--- config.mk ---
export PLATFORM = sky130hd
export DESIGN_NAME = linked_list_queue_manager_top
export DESIGN_NICKNAME = d
export VERILOG_FILES = /design/src/llqm_pkg.sv /design/src/linked_list_queue_manager_top.sv /design/src/llqm_ctrl.sv /design/src/llqm_dp.sv
export SDC_FILE = /design/constraint.sdc
export NUM_CORES = 1
export LEC_CHECK = 0
export BUFFER_PORTS_ARGS = -buffer_cell sky130_fd_sc_hd__clkbuf_2
export CORE_ASPECT_RATIO = 2
export CORE_MARGIN = 2
export CORE_UTILIZATION = 55
export CTS_CLUSTER_SIZE = 14
export DETAILED_ROUTE_END_ITERATION = 8
export PLACE_DENSITY = 0.83
export SYNTH_ARGS = -nofsm -noshare
export SYNTH_HDL_FRONTEND = slang
export SYNTH_HIERARCHICAL = 1
export SYNTH_SLANG_ARGS = --single-unit
export TNS_END_PERCENT = 50
--- constraint.sdc ---
create_clock -name clock -period 5.35 [get_ports clock]
set_input_delay 0.535 -clock clock [delete_from_list [all_inputs] [get_ports clock]]
set_output_delay 0.535 -clock clock [all_outputs]
set_load 0.1 [all_outputs]
--- src/llqm_pkg.sv ---
package llqm_pkg;

   typedef enum logic [2:0] {
      ST_CLEAR,
      ST_IDLE,
      ST_EXEC,
      ST_LINK,
      ST_RESP
   } llqm_state_type;

   localparam logic [1:0] CMD_APPEND = 2'd0;
   localparam logic [1:0] CMD_REMOVE = 2'd1;

   localparam logic [1:0] STATUS_OK        = 2'd0;
   localparam logic [1:0] STATUS_QUEUED    = 2'd1;
   localparam logic [1:0] STATUS_EMPTY     = 2'd2;
   localparam logic [1:0] STATUS_NOT_OWNED = 2'd3;

   typedef struct packed {
      logic clear_step;
      logic accept;
      logic exec;
      logic link;
      logic load_rsp;
   } llqm_ctrl_type;

   typedef struct packed {
      logic clear_last;
      logic need_link;
      logic rsp_free;
   } llqm_stat_type;

endpackage

--- src/linked_list_queue_manager_top.sv ---
// Flow: an accepted request reads the single-port next/prev/owner link memories, writes
// them back in the exec step (and, for append to a non-empty queue, the link step), then
// loads rsp; one request is handled at a time, and the next is taken as rsp is loaded.
// Reset: synchronous, active high; afterwards a clearing pass over all NUM_ELEMENTS
// elements marks every element not queued, and req_ready stays low until it ends.
module linked_list_queue_manager_top
   import llqm_pkg::*;
#(
   parameter int NUM_ELEMENTS = 64,
   parameter int NUM_QUEUES   = 4
) (
   input  logic       clock,
   input  logic       reset,
   input  logic       req_valid,
   output logic       req_ready,
   input  logic [1:0] req_command,
   input  logic [1:0] req_queue_id,
   input  logic [5:0] req_element,
   output logic       rsp_valid,
   input  logic       rsp_ready,
   output logic [1:0] rsp_status,
   output logic [6:0] rsp_count,
   output logic [5:0] rsp_head_element,
   output logic       rsp_queue_empty
);

   llqm_ctrl_type ctrl;
   llqm_stat_type stat;

   llqm_ctrl u_ctrl (
      .clock     (clock),
      .reset     (reset),
      .req_valid (req_valid),
      .req_ready (req_ready),
      .stat      (stat),
      .ctrl      (ctrl)
   );

   llqm_dp #(
      .NUM_ELEMENTS (NUM_ELEMENTS),
      .NUM_QUEUES   (NUM_QUEUES)
   ) u_dp (
      .clock            (clock),
      .reset            (reset),
      .ctrl             (ctrl),
      .stat             (stat),
      .req_command      (req_command),
      .req_queue_id     (req_queue_id),
      .req_element      (req_element),
      .rsp_ready        (rsp_ready),
      .rsp_valid        (rsp_valid),
      .rsp_status       (rsp_status),
      .rsp_count        (rsp_count),
      .rsp_head_element (rsp_head_element),
      .rsp_queue_empty  (rsp_queue_empty)
   );

endmodule

--- src/llqm_ctrl.sv ---
module llqm_ctrl
   import llqm_pkg::*;
(
   input  logic          clock,
   input  logic          reset,
   input  logic          req_valid,
   output logic          req_ready,
   input  llqm_stat_type stat,
   output llqm_ctrl_type ctrl
);

   llqm_state_type state_ff, state_in;

   always_ff @(posedge clock) begin
      if (reset) begin
         state_ff <= ST_CLEAR;
      end else begin
         state_ff <= state_in;
      end
   end

   always_comb begin
      state_in  = state_ff;
      ctrl      = '0;
      req_ready = 1'b0;
      unique case (state_ff)
         ST_CLEAR: begin
            ctrl.clear_step = 1'b1;
            if (stat.clear_last) begin
               state_in = ST_IDLE;
            end
         end
         ST_IDLE: begin
            req_ready = 1'b1;
            if (req_valid) begin
               ctrl.accept = 1'b1;
               state_in    = ST_EXEC;
            end
         end
         ST_EXEC: begin
            ctrl.exec = 1'b1;
            state_in  = stat.need_link ? ST_LINK : ST_RESP;
         end
         ST_LINK: begin
            ctrl.link = 1'b1;
            state_in  = ST_RESP;
         end
         ST_RESP: begin
            if (stat.rsp_free) begin
               ctrl.load_rsp = 1'b1;
               req_ready     = 1'b1;
               if (req_valid) begin
                  ctrl.accept = 1'b1;
                  state_in    = ST_EXEC;
               end else begin
                  state_in = ST_IDLE;
               end
            end
         end
         default: state_in = ST_CLEAR;
      endcase
   end

endmodule

--- src/llqm_dp.sv ---
module llqm_dp
   import llqm_pkg::*;
#(
   parameter int NUM_ELEMENTS = 64,
   parameter int NUM_QUEUES   = 4
) (
   input  logic          clock,
   input  logic          reset,
   input  llqm_ctrl_type ctrl,
   output llqm_stat_type stat,
   input  logic [1:0]    req_command,
   input  logic [1:0]    req_queue_id,
   input  logic [5:0]    req_element,
   input  logic          rsp_ready,
   output logic          rsp_valid,
   output logic [1:0]    rsp_status,
   output logic [6:0]    rsp_count,
   output logic [5:0]    rsp_head_element,
   output logic          rsp_queue_empty
);

   localparam int EW = $clog2(NUM_ELEMENTS);
   localparam int QW = (NUM_QUEUES > 1) ? $clog2(NUM_QUEUES) : 1;
   localparam int CW = $clog2(NUM_ELEMENTS + 1);

   typedef struct packed {
      logic          valid;
      logic [QW-1:0] queue;
   } owner_type;

   logic [EW-1:0] next_mem  [NUM_ELEMENTS];
   logic [EW-1:0] prev_mem  [NUM_ELEMENTS];
   owner_type     owner_mem [NUM_ELEMENTS];

   logic [EW-1:0] head_ff  [NUM_QUEUES];
   logic [CW-1:0] count_ff [NUM_QUEUES];

   logic [EW-1:0] clr_ff;

   logic [1:0]    cmd_ff;
   logic [QW-1:0] q_ff;
   logic          q_ok_ff;
   logic [EW-1:0] e_ff;
   logic          e_ok_ff;
   logic [EW-1:0] next_rd_ff;
   logic [EW-1:0] prev_rd_ff;
   owner_type     owner_rd_ff;
   logic [1:0]    status_ff;
   logic [1:0]    status_in;

   logic          rsp_valid_ff;
   logic [1:0]    rsp_status_ff;
   logic [6:0]    rsp_count_ff;
   logic [5:0]    rsp_head_ff;
   logic          rsp_empty_ff;

   logic [15:0]   elem_wide;
   logic [7:0]    q_wide;
   logic [EW-1:0] e_idx_in;
   logic [QW-1:0] q_idx_in;
   logic          e_ok_in;
   logic          q_ok_in;
   logic [EW-1:0] prev_addr;

   logic [CW-1:0] cur_cnt;
   logic [EW-1:0] cur_head;
   logic          cnt_zero;
   logic          cnt_one;
   logic          do_app;
   logic          do_rem;

   logic          next_we, prev_we, owner_we;
   logic [EW-1:0] next_wa, next_wd, prev_wa, prev_wd, owner_wa;
   owner_type     owner_wd;

   logic [CW-1:0] rsp_cnt_sel;
   logic          rsp_empty_sel;
   logic [EW-1:0] rsp_head_sel;

   assign elem_wide = 16'(req_element);
   assign q_wide    = 8'(req_queue_id);
   assign e_idx_in  = elem_wide[EW-1:0];
   assign q_idx_in  = q_wide[QW-1:0];
   assign e_ok_in   = elem_wide < 16'(NUM_ELEMENTS);
   assign q_ok_in   = q_wide < 8'(NUM_QUEUES);
   assign prev_addr = (req_command == CMD_APPEND) ? head_ff[q_idx_in] : e_idx_in;

   always_ff @(posedge clock) begin
      if (ctrl.accept) begin
         cmd_ff      <= req_command;
         q_ff        <= q_idx_in;
         q_ok_ff     <= q_ok_in;
         e_ff        <= e_idx_in;
         e_ok_ff     <= e_ok_in;
         next_rd_ff  <= next_mem[e_idx_in];
         prev_rd_ff  <= prev_mem[prev_addr];
         owner_rd_ff <= owner_mem[e_idx_in];
      end
   end

   assign cur_cnt  = count_ff[q_ff];
   assign cur_head = head_ff[q_ff];
   assign cnt_zero = cur_cnt == '0;
   assign cnt_one  = cur_cnt == CW'(1);

   always_comb begin
      status_in = STATUS_OK;
      do_app    = 1'b0;
      do_rem    = 1'b0;
      case (cmd_ff)
         CMD_APPEND: begin
            if (!q_ok_ff || !e_ok_ff) begin
               status_in = STATUS_NOT_OWNED;
            end else if (owner_rd_ff.valid) begin
               status_in = STATUS_QUEUED;
            end else begin
               do_app = 1'b1;
            end
         end
         CMD_REMOVE: begin
            if (!q_ok_ff) begin
               status_in = STATUS_NOT_OWNED;
            end else if (cnt_zero) begin
               status_in = STATUS_EMPTY;
            end else if (!e_ok_ff || !owner_rd_ff.valid || owner_rd_ff.queue != q_ff) begin
               status_in = STATUS_NOT_OWNED;
            end else begin
               do_rem = 1'b1;
            end
         end
         default: ;
      endcase
   end

   assign stat.need_link  = do_app && !cnt_zero;
   assign stat.clear_last = clr_ff == EW'(NUM_ELEMENTS - 1);
   assign stat.rsp_free   = !rsp_valid_ff || rsp_ready;

   // append to non-empty: tail/head links now, new element's own links in link step
   always_comb begin
      next_we  = 1'b0;
      next_wa  = e_ff;
      next_wd  = e_ff;
      prev_we  = 1'b0;
      prev_wa  = e_ff;
      prev_wd  = e_ff;
      owner_we = 1'b0;
      owner_wa = e_ff;
      owner_wd = '0;
      if (ctrl.clear_step) begin
         owner_we = 1'b1;
         owner_wa = clr_ff;
      end else if (ctrl.exec) begin
         if (do_app) begin
            owner_we = 1'b1;
            owner_wd = '{valid: 1'b1, queue: q_ff};
            next_we  = 1'b1;
            prev_we  = 1'b1;
            if (!cnt_zero) begin
               next_wa = prev_rd_ff;
               prev_wa = cur_head;
            end
         end else if (do_rem) begin
            owner_we = 1'b1;
            if (!cnt_one) begin
               next_we = 1'b1;
               next_wa = prev_rd_ff;
               next_wd = next_rd_ff;
               prev_we = 1'b1;
               prev_wa = next_rd_ff;
               prev_wd = prev_rd_ff;
            end
         end
      end else if (ctrl.link) begin
         next_we = 1'b1;
         next_wd = cur_head;
         prev_we = 1'b1;
         prev_wd = prev_rd_ff;
      end
   end

   always_ff @(posedge clock) begin
      if (next_we) begin
         next_mem[next_wa] <= next_wd;
      end
      if (prev_we) begin
         prev_mem[prev_wa] <= prev_wd;
      end
      if (owner_we) begin
         owner_mem[owner_wa] <= owner_wd;
      end
   end

   always_ff @(posedge clock) begin
      if (reset) begin
         clr_ff <= '0;
      end else if (ctrl.clear_step) begin
         clr_ff <= clr_ff + EW'(1);
      end
   end

   always_ff @(posedge clock) begin
      if (reset) begin
         for (int i = 0; i < NUM_QUEUES; i++) begin
            count_ff[i] <= '0;
         end
      end else if (ctrl.exec) begin
         if (do_app) begin
            count_ff[q_ff] <= cur_cnt + CW'(1);
         end else if (do_rem) begin
            count_ff[q_ff] <= cur_cnt - CW'(1);
         end
      end
   end

   always_ff @(posedge clock) begin
      if (ctrl.exec) begin
         status_ff <= status_in;
         if (do_app && cnt_zero) begin
            head_ff[q_ff] <= e_ff;
         end else if (do_rem && !cnt_one && cur_head == e_ff) begin
            head_ff[q_ff] <= next_rd_ff;
         end
      end
   end

   assign rsp_cnt_sel   = q_ok_ff ? cur_cnt : '0;
   assign rsp_empty_sel = rsp_cnt_sel == '0;
   assign rsp_head_sel  = rsp_empty_sel ? '0 : cur_head;

   always_ff @(posedge clock) begin
      if (reset) begin
         rsp_valid_ff <= 1'b0;
      end else if (ctrl.load_rsp) begin
         rsp_valid_ff <= 1'b1;
      end else if (rsp_ready) begin
         rsp_valid_ff <= 1'b0;
      end
   end

   always_ff @(posedge clock) begin
      if (ctrl.load_rsp) begin
         rsp_status_ff <= status_ff;
         rsp_count_ff  <= 7'(rsp_cnt_sel);
         rsp_head_ff   <= 6'(rsp_head_sel);
         rsp_empty_ff  <= rsp_empty_sel;
      end
   end

   assign rsp_valid        = rsp_valid_ff;
   assign rsp_status       = rsp_status_ff;
   assign rsp_count        = rsp_count_ff;
   assign rsp_head_element = rsp_head_ff;
   assign rsp_queue_empty  = rsp_empty_ff;

endmodule

==> flow_summary.json <==
{
  "cts_max_path_buffers": 3,
  "max_cap_viol_count": 0,
  "ys_async_sr_fraction": 0,
  "dr.pass1.iters": 9,
  "routed_wirelength_mm": 115,
  "path_cells": "mux4_2 > ha_1 > nor2_1 > nor2_1 > a211oi_4 > a21oi_4 > a221oi_2 > nand3_2 > nor2_1",
  "grt_usage": 0.286,
  "hold_viol": 0,
  "rsz0062_at_grt": "false",
  "fillers": 5324,
  "fin_crit_sh": 0.876,
  "r2r_end": "u_dp/prev_mem[0][1]",
  "cts_resized": 0,
  "power.density_mw_per_mm2": 333,
  "grt_pass1_wl_mm": 167,
  "setup_viol": 0,
  "fp.dieH_um": 402,
  "ys_seq_area_frac": 0.733,
  "clk_pin_slew_worst_paths_ns": 0.06,
  "antenna_found_initial": 2,
  "place_hpwl_mm": 75.2,
  "dp_cells": 3494,
  "synth_area_leader_cell": "edfxtp_1",
  "power_leakage_nw": 14.4,
  "endpoint_kind": "flop",
  "clock-root-buffer": "clkbuf_16",
  "multi_input_area_mm2": 0.0112,
  "rows": 146,
  "io_buffers": 31,
  "hp-class": "in2reg",
  "status": "finished, final reports clean",
  "synth_warnings": 6,
  "crit_type": "reg2reg",
  "cts_buffers": 89,
  "ff2ff_path_depth": 9,
  "min_period_ns": 4.69,
  "grt_max_degree": 110,
  "p_total_w": 0.0159,
  "slew_violations": 0,
  "viasPerCell": 6.82,
  "die_w_um": 203,
  "vias": 24700,
  "crit_slowest_cell": "a211oi_4",
  "crit_path_frequent_cell": "nor2_1",
  "clkSinkCount": 1067,
  "synth_commonest_cells": "edfxtp_1, nor2_1, nand2_1",
  "ant_nets": 0,
  "r2r_slack_ns": 0.66,
  "finClkSkew_ns": 0.0348,
  "layout.cells.non_filler": 3628,
  "synth_ff_type": "edfxtp_1",
  "critPathMaxFanout": 15,
  "max_slew_margin": 0.107,
  "first_global_vias": 25800,
  "postPlaceCellArea_mm2": 0.0452,
  "synthTopCellsByArea": "edfxtp_1, mux4_2, nor2_1",
  "avgSynthCellArea_um2": 17.4,
  "hold_buffers": 0,
  "syn_area_mm2": 0.0436,
  "cts_tree": "yes",
  "post_cts_buffers": 0,
  "num_io_pins": 32,
  "crit_family": "simple AND/OR/NAND/NOR gates",
  "start_util": 0.552,
  "path_depth": 9,
  "fmax_mhz": 213,
  "finalSetupTns_ns": 0,
  "peakVddDrop_v": 0.000247,
  "yosysMostFrequentCell": "edfxtp_1",
  "place_congestion": 1.02,
  "core_area_mm2": 0.0789,
  "wl_per_cell_um": 31.8,
  "drt-initial-drc-count": 3493,
  "cp_num_buf_inv": 0,
  "drive_above_1_share": 0.191,
  "overflow": 0,
  "insertion_delay_ns": 0.68,
  "critical-path-max-stage-delay_ns": 0.64,
  "required_ns": 5.65,
  "layout-area-overhead-vs-synth_pct": 9.56,
  "syn_inst": 2500,
  "syn-num-nets": 2518,
  "drc": 0,
  "critPathArrivalTime_ns": 4.99,
  "die_area_mm2": 0.0816,
  "stdcell_area_mm2": 0.0477,
  "synth.distinct_cells": 86,
  "finalNetCount": 2567,
  "worst_pin_slew_ns": 1.33,
  "ys_ff_latch": 1067,
  "synth-edff-count": 1055,
  "endpoint": "u_dp/prev_mem[0][1]",
  "yosysTopAreaCellShare": 0.727,
  "cp-start-kind": "flop",
  "htreeDepth": 3,
  "regArea_mm2": 0.0319
}
## how the worst min path moves through the flow
stage / to / from / depth (start not counted)
2_1_floorplan: u_dp/rsp_status[0] / u_dp/status_ff[0] / 0
3_3_place_gp: u_dp/clr_ff[0] / u_dp/clr_ff[0] / 2
3_5_place_dp: u_dp/clr_ff[0] / u_dp/clr_ff[0] / 2
4_1_cts: u_dp/cmd_ff[0] / req_command[0] / 1
5_1_grt: u_dp/cmd_ff[0] / req_command[0] / 1
6_report: u_dp/cmd_ff[0] / req_command[0] / 1
## routing by layer
layer | track usage | part of all wire | vias to the layer above
li1 | - | - | 10000
met1 | 0.281 | 0.28 | 12300
met2 | 0.502 | 0.52 | 1785
met3 | 0.0649 | 0.088 | 570
met4 | 0.250 | 0.11 | 4
met5 | 0.000605 | 0.00029 | -
## final cells by class
| class | count | share of cell area |
|---|---|---|
| Multi-Input combinational cell | 1283 | 0.234 |
| Inverter | 15 | 0.00118 |
| Tap cell | 1036 | 0.0272 |
| Sequential cell | 1067 | 0.669 |
| Clock inverter | 15 | 0.00286 |
| Timing Repair Buffer | 93 | 0.0157 |
| Antenna cell | 1 | 0.0000524 |
| Clock buffer | 118 | 0.0503 |
## flip-flops by register name, summed over array words and instances (netlist names), 7 cells and up, named ones only
name / count
u_dp/next_mem: 384
u_dp/owner_mem: 192
u_dp/prev_mem: 384
u_dp/count_ff: 28
u_dp/rsp_count: 7
u_dp/head_ff: 24
## layout by cell type (no fill, tap or decap), types with 18 or more instances in the layout
master,synthesis,routed
nor2_1,269,268
nand3_1,66,66
clkbuf_2,1,28
mux2i_1,43,42
mux4_2,215,215
nand2_1,227,227
a22oi_1,18,18
buf_4,4,53
clkbuf_16,0,92
mux2_2,25,25
edfxtp_1,1055,1055
clkbuf_1,89,26
o22ai_1,19,19
a21oi_1,60,60
a31oi_1,22,22
o21ai_0,49,39
nor3_1,22,21
## cells by family (layout without fill, tap and decap cells)
group / Yosys count / after routing / synth area share
other: 0 / 1 / 0
xor gates and xnor gates: 17 / 17 / 0.00342
DFF: 1067 / 1067 / 0.733
adders and majority gates: 4 / 4 / 0.00115
buffers and inverters: 150 / 241 / 0.0145
AOI/OAI and AO/OA: 285 / 285 / 0.0485
and+or+nand+nor: 692 / 692 / 0.0713
muxes: 285 / 285 / 0.129
## per-stage QoR
step / setup WS (ns) / hold WS [ns] / utilization
3_5_place_dp: 0.840 / 0.509 / 0.573
5_1_grt: 0.573 / 0.254 / 0.605
2_1_floorplan: -0.185 / 0.400 / -
4_1_cts: 0.801 / 0.255 / 0.605
6_report: 0.664 / 0.274 / 0.605
3_3_place_gp: 0.936 / 0.509 / 0.573
## power breakdown
part	switching [W]	total, W	internal (W)
clock	0.00276	0.00597	0.00321
sequential	0.00000905	0.00908	0.00907
combinational	0.000544	0.000844	0.000300
No activity file was read; power rests on OpenSTA's default activity.
